===== config.mk =====
export PLATFORM = sky130hd
export DESIGN_NAME = vau_queue
export DESIGN_NICKNAME = d
export VERILOG_FILES = /design/src/rtl/core/vau_pkg.sv /design/src/rtl/core/vau_queue.sv
export SDC_FILE = /design/constraint.sdc
export NUM_CORES = 2
export LEC_CHECK = 0
export BUFFER_PORTS_ARGS = -buffer_cell sky130_fd_sc_hd__buf_4
export CAP_MARGIN = 20
export CORE_MARGIN = 2
export CORE_UTILIZATION = 35
export DETAILED_ROUTE_END_ITERATION = 7
export REMOVE_ABC_BUFFERS = 1
export SLEW_MARGIN = 10
export SYNTH_ARGS = -nofsm -noshare
export SYNTH_HDL_FRONTEND = slang
export SYNTH_SLANG_ARGS = --single-unit

===== constraint.sdc =====
create_clock -name clk -period 14.26 [get_ports clk]
set_clock_uncertainty 0.1 [all_clocks]
set_input_delay 2.852 -clock clk [delete_from_list [all_inputs] [get_ports clk]]
set_output_delay 2.852 -clock clk [all_outputs]
set_load 0.05 [all_outputs]

===== src/rtl/core/vau_pkg.sv =====
// Package for the three-dimensional vector arithmetic unit.
// Holds the item types, the mode codes, the front-to-back record and the saturation helper.
// Has no dependencies; every other file but vau_chan_if imports it.
package vau_pkg;

	localparam int VEC_LEN   = 3;
	localparam int NUM_MUL   = 6;
	localparam int DIV_STEPS = 48;

	localparam logic [2:0] MODE_ADD   = 3'd0;
	localparam logic [2:0] MODE_SUB   = 3'd1;
	localparam logic [2:0] MODE_DOT   = 3'd2;
	localparam logic [2:0] MODE_SCALE = 3'd3;
	localparam logic [2:0] MODE_DIV   = 3'd4;
	localparam logic [2:0] MODE_CROSS = 3'd5;

	localparam logic signed [65:0] Q_MAX_W = 66'sd2147483647;
	localparam logic signed [65:0] Q_MIN_W = -66'sd2147483648;

	typedef struct packed {
		logic [2:0]         mode;
		logic signed [31:0] a_x;
		logic signed [31:0] a_y;
		logic signed [31:0] a_z;
		logic signed [31:0] b_x;
		logic signed [31:0] b_y;
		logic signed [31:0] b_z;
		logic signed [31:0] scalar;
	} cmd_t;

	typedef struct packed {
		logic signed [31:0] res_x;
		logic signed [31:0] res_y;
		logic signed [31:0] res_z;
		logic signed [31:0] dot_value;
		logic               divide_error;
		logic               saturated;
	} rsp_t;

	// Decoded item passed from the front end through the queue.
	typedef struct packed {
		logic [2:0]                      mode;
		logic                            div_zero;
		logic [VEC_LEN-1:0][31:0]        a;
		logic [VEC_LEN-1:0][31:0]        b;
		logic [31:0]                     scalar;
		logic [NUM_MUL-1:0][31:0]        ma;
		logic [NUM_MUL-1:0][31:0]        mb;
	} fe_t;

	typedef struct packed {
		logic        clip;
		logic [31:0] val;
	} sat_t;

	// Clips a wide signed value to the Q16.16 range and reports the clip.
	function automatic sat_t sat_q(input logic signed [65:0] v);
		sat_t r;
		r.clip = 1'b0;
		r.val  = v[31:0];
		if (v > Q_MAX_W) begin
			r.clip = 1'b1;
			r.val  = 32'h7fff_ffff;
		end else if (v < Q_MIN_W) begin
			r.clip = 1'b1;
			r.val  = 32'h8000_0000;
		end
		return r;
	endfunction

endpackage


===== src/rtl/core/vau_queue.sv =====
// Small FIFO between the front end and the execution back end.
// Depends on vau_pkg for the item record.
module vau_queue import vau_pkg::*; #(
	parameter int DEPTH = 4
) (
	input  logic clk,
	input  logic arst_n,
	input  fe_t  wr_data,
	input  logic wr_valid,
	output logic wr_ready,
	output fe_t  rd_data,
	output logic rd_valid,
	input  logic rd_ready
);

	localparam int PW = (DEPTH > 1) ? $clog2(DEPTH) : 1;
	localparam int CW = $clog2(DEPTH + 1);

	fe_t           mem_q [DEPTH];
	logic [PW-1:0] wr_ptr_q;
	logic [PW-1:0] rd_ptr_q;
	logic [CW-1:0] count_q;
	logic          push;
	logic          pop;

	assign wr_ready = (count_q != CW'(DEPTH));
	assign rd_valid = (count_q != '0);
	assign rd_data  = mem_q[rd_ptr_q];
	assign push     = wr_valid && wr_ready;
	assign pop      = rd_valid && rd_ready;

	// Pointers and fill count.
	always_ff @(posedge clk or negedge arst_n) begin
		if (!arst_n) begin
			wr_ptr_q <= '0;
			rd_ptr_q <= '0;
			count_q  <= '0;
		end else begin
			if (push) begin
				wr_ptr_q <= (wr_ptr_q == PW'(DEPTH - 1)) ? '0 : wr_ptr_q + 1'b1;
			end
			if (pop) begin
				rd_ptr_q <= (rd_ptr_q == PW'(DEPTH - 1)) ? '0 : rd_ptr_q + 1'b1;
			end
			case ({push, pop})
				2'b10:   count_q <= count_q + 1'b1;
				2'b01:   count_q <= count_q - 1'b1;
				default: count_q <= count_q;
			endcase
		end
	end

	// Storage.
	always_ff @(posedge clk) begin
		if (push) begin
			mem_q[wr_ptr_q] <= wr_data;
		end
	end

endmodule


======== Word level (Yosys, flattened, before mapping) ========
Memory sizes are Yosys's and may differ from the RTL's.
Cells that the tools add are included.
storage, ports and cells
  register bits after elaboration ......... 7
  bits in latches ......................... 0
  bits in writable memories ............... 2448
  bits in read-only memories .............. 0
  input bits .............................. 616
  output and inout port bits .............. 614
  word-level logic and storage cells ...... 22
  memories ................................ 1
cells by class
  add/subtract/negate cells ............... 4
  multipliers ............................. 0
  divide/modulo/power cells ............... 0
  order comparisons ....................... 0
  equal/unequal tests ..................... 5
  shift-type cells ........................ 0
  muxes and demuxes ....................... 5
  bitwise logic cells ..................... 0
  reductions and logical operators ........ 4
memories
  memory  words  width  read ports  clocked after memory_dff  wr ports  line             source
  mem_q   4      612    1           0                         1         vau_queue.sv:19  fe_t mem_q [DEPTH];
operator list
  kind                                              number
  == test 2 bit, second input constant              3
  case mux 3 bit (2 select lines)                   1
  adder 2 x 1 -> 2 bit, second input constant       2
  two-way mux 2 bit                                 2
  adder 3 x 1 -> 3 bit, second input constant       1
  inequality test 3 bit, second input constant      1
  nonzero test 3 bit                                1
  subtractor 3 x 1 -> 3 bit, second input constant  1
  == test 2 x 1 -> 1 bit, second input constant     1
  logical AND 1 bit                                 2
  two-way mux 1 bit                                 2
  nonzero test 2 bit                                1

======== Longest topological paths before layout ========
  depth in word-level cells ............... 4
  depth in mapped cells ................... 9
  gate-level depth less buffers ........... 9

======== Least setup slack after synthesis ========
No wires, ideal clock.
  path type ............................... input -> register
  start ................................... input wr_valid
  end ..................................... memory mem_q[0][0] in the netlist's numbering (enable)
  library setup time ...................... 1.065 ns
  arrival ................................. 16.699 ns
  required time ........................... 13.095 ns
  path slack .............................. -3.603 ns
  stages .................................. 1
  buffers on the path ..................... 0
  cell sequence ........................... and3_1
between the ends
  longest elaborated chain between the ends .. 3
RTL lines
  what                                     line             source
  start, declared                          vau_queue.sv:9   input logic wr_valid,
  logical AND 1 bit                        vau_queue.sv:29  assign push = wr_valid && wr_ready;
  two-way mux 1 bit                        vau_queue.sv:55  if (push) begin
  two-way mux 1 bit (implied by the code)  vau_queue.sv:56  mem_q[wr_ptr_q] <= wr_data;
  end, declared                            vau_queue.sv:19
Every way passes these cells.

==> impl_metrics.toml <==
[status]
run_status = "completed"

[worst_setup_path]
wp_buf_inv = 4
timing.critical_path.slowest_stage_cell = "sky130_fd_sc_hd__dfrtp_4"
crit_path_end_kind = "output port"
critPathLaunchType = "flip-flop"
cp_cell_sequence = "buf_12, buf_4, buf_4, mux4_2, buf_4"
path_max_fanout = 81
crit_family = "buffers and inverters"
required_time_worst_endpoint_ns = 11.31
criticalPathCategory = "reg2out"
critical_path_arrival_ns = 4.86
critPathMaxStageDelay_ns = 0.90
reg2reg_from = "count_q[2]"
worst_setup_path_startpoint = "rd_ptr_q[0]"
crit_top_cell = "sky130_fd_sc_hd__buf_4"

[timing]
min_period_over_period_pct = 54.8
finalSetupViolations = 0
maxSlewHeadroom_pct = 26.9
maxClockFrequency_mhz = 128
final_min_period_ns = 7.81
grt_setup_unrepaired = "false"
tightestPinTransition_ns = 1.10
fin_setup_tns_ns = 0
finalHoldViolCount = 0
drv_slew = 0

[logic_synthesis]
synth.yosys.seq_area_share_pct = 83.0
yosys-top-cells-count = "sky130_fd_sc_hd__edfxtp_1 (2448), sky130_fd_sc_hd__mux4_2 (612), sky130_fd_sc_hd__buf_2 (51), sky130_fd_sc_hd__buf_6 (51), sky130_fd_sc_hd__clkbuf_1 (22)"
synth_cell_type_count = 20
yosys_warnings = 0
mappedNetlistArea_um2 = 88700
synth_cells = 3236
synthFlopType = "sky130_fd_sc_hd__edfxtp_1"
synth_top_cells_by_area = "sky130_fd_sc_hd__edfxtp_1 (83%), sky130_fd_sc_hd__mux4_2 (16%), sky130_fd_sc_hd__buf_6 (0.65%)"
synth-async-reset-ratio_pct = 0.285
synthDominantCellAreaShare_pct = 82.8
postSynthAreaPerCell_um2 = 27.4
most_common_cell_in_the_netlist = "sky130_fd_sc_hd__edfxtp_1"
library_cell_with_the_largest_summed_area_after_synthesis = "sky130_fd_sc_hd__edfxtp_1"
synth_enable_flop_cells = 2448
postSynthRegisterBits = 2455

[grt]
grt.overflow.total = 0
largest_net_degree_at_the_start_of_global_routing = 129
track_usage_pct = 17.2
via_count_of_the_first_global_routing_pass = 42400
grt_antenna_before_repair = 87
grt_first_pass_wirelength_mm = 319

[layout]
postLayoutCoreUtil_pct = 43.9
number_of_filler_instances_in_the_final_layout = 21300
synthToLayoutAreaGrowth_pct = 24.6
nets = 5285
post_route_cells_drive_above_1_share_pct = 46.8

[clocking]
cts-buffers-inserted = 278
root_buffer = "sky130_fd_sc_hd__clkbuf_16"
holdBufCountCts = 0
postCtsSetupRepairBufs = 0
worst_skew_pair.late_latency_ns = 0.92
cts.repair.resized = 0
clkSinkCount = 2455
clock_tree_from_tritoncts = "built"
ctsLongestPathBuffers = 4
htree_num_levels = 5
worst_setup_hold_path_clk_slew_ns = 0.06

[floorplan]
rows = 184
floorplan.core_area_um2 = 252000
io_pins = 1230
starting_utilization_of_the_core_area_pct = 35.3
die-area_um2 = 258000
die_height_um = 508
floorplan.die.width_um = 508

[drt]
finalWirelength_mm = 228
via_per_inst = 4.98
wl_per_cell_um = 27.6
vias = 41000
drt_iter0_drc = 3386
final_antenna_net_count = 0
first_drt_pass_iteration_count = 5
drcViolationCount = 0

[placement]
buffer_ports.inserted = 1229
finalWeightedCongestion = 0.818
dpl.hpwl_mm = 150

[power_and_ir_drop]
power_density_nw_per_um2 = 252
post-layout-total-power_mw = 27.9
power_leakage_nw = 37.0
ir_drop_worst_vdd_mv = 0.169

[flow_run]
max-cap-violations = 0

[hold_path]
worst_hold_path_class = "reg2reg"
hold_path.startpoint = "count_q[2]"
## cell type report
cell class	count	area (um^2)	area share [%]
sequential	2455	73700	66.6
multi-input combinational	638	14000	12.7
timing repair buffer	1282	9890	8.94
clock buffer	331	7280	6.59
tap	3348	4190	3.79
clock inverter	146	1370	1.24
antenna	32	80.1	0.0724
inverter	7	26.3	0.0238
## state kept, by name, summed over array words and instances, names as in the netlist
name      cells
wr_ptr_q      2
mem_q      2448
count_q       3
rd_ptr_q      2
## kinds of logic (layout without fill, tap and decap cells)
logic type                 Yosys count  count (layout)  share of synthesized area [%]
buffers and inverters              143            1766                           1.16
other                                0              32                              0
muxes                              617             617                           15.6
and+or+nand+nor                     11              11                         0.0719
DFF                               2455            2455                           83.0
xor gates and xnor gates             3               3                         0.0296
adders and majority gates            7               7                          0.107
## power by group
| part | switching, mW | total (mW) | internal [mW] |
|---|---|---|---|
| logic | 7.73 | 11.2 | 3.51 |
| clock network | 2.75 | 6.80 | 4.05 |
| registers | 0.317 | 9.84 | 9.53 |
## cells in the final DEF, fill, tap and decap left out
| cell | instances |
|---|---|
| sky130_fd_sc_hd__mux2i_1 | 1 |
| sky130_fd_sc_hd__diode_2 | 32 |
| sky130_fd_sc_hd__clkbuf_16 | 284 |
| sky130_fd_sc_hd__inv_1 | 7 |
| sky130_fd_sc_hd__xnor2_1 | 1 |
| sky130_fd_sc_hd__and2_4 | 1 |
| sky130_fd_sc_hd__mux4_2 | 612 |
| sky130_fd_sc_hd__clkinv_8 | 2 |
| sky130_fd_sc_hd__nand2_1 | 1 |
| sky130_fd_sc_hd__bufinv_16 | 23 |
| sky130_fd_sc_hd__clkinv_16 | 1 |
| sky130_fd_sc_hd__ha_1 | 6 |
| sky130_fd_sc_hd__clkbuf_1 | 47 |
| sky130_fd_sc_hd__clkinv_1 | 59 |
| sky130_fd_sc_hd__dfrtp_4 | 2 |
| sky130_fd_sc_hd__fa_1 | 1 |
| sky130_fd_sc_hd__or3b_1 | 1 |
| sky130_fd_sc_hd__clkinv_4 | 4 |
| sky130_fd_sc_hd__inv_16 | 1 |
| sky130_fd_sc_hd__inv_6 | 8 |
| sky130_fd_sc_hd__buf_4 | 1261 |
| sky130_fd_sc_hd__inv_8 | 1 |
| sky130_fd_sc_hd__nor2_1 | 3 |
| sky130_fd_sc_hd__buf_12 | 21 |
| sky130_fd_sc_hd__dfrtp_1 | 5 |
| sky130_fd_sc_hd__edfxtp_1 | 2448 |
| sky130_fd_sc_hd__clkinvlp_4 | 9 |
| sky130_fd_sc_hd__clkinv_2 | 38 |
| sky130_fd_sc_hd__xor2_1 | 2 |
| sky130_fd_sc_hd__or3_1 | 1 |
| sky130_fd_sc_hd__and3_4 | 4 |
| sky130_fd_sc_hd__mux2_2 | 4 |
## final timing paths
check                                 to  slack [ns]  depth (start not counted)
max in group asynchronous    rd_ptr_q[0]       12.20                          1
setup reg to reg           mem_q[1][354]        9.96                          5
min in group asynchronous     count_q[0]        1.65                          1
setup / recovery            rd_data[419]        6.45                          5
hold / removal                count_q[2]        0.38                          1
hold reg to reg               count_q[2]        0.38                          1
## per-stage QoR
stage	setup WS [ns]	instance area, um^2	instances	hold WS, ns
3_3_place_gp	7.22	102000	7730	0.368
6_report	6.45	111000	8239	0.381
2_1_floorplan	-13.64	87700	3100	0.346
5_1_grt	6.03	111000	8221	0.401
3_5_place_dp	7.21	102000	7730	0.368
4_1_cts	6.26	110000	8207	0.379
## layer usage
metal | up-vias | share of wire (%) | GRT usage (%)
met2 | 1622 | 49 | 28.1
li1 | 17100 | - | -
met3 | 423 | 12 | 8.61
met5 | - | 0.24 | 0
met4 | 86 | 2.7 | 4.82
met1 | 21800 | 36 | 19.9
No activity file was read; power rests on OpenSTA's default activity.
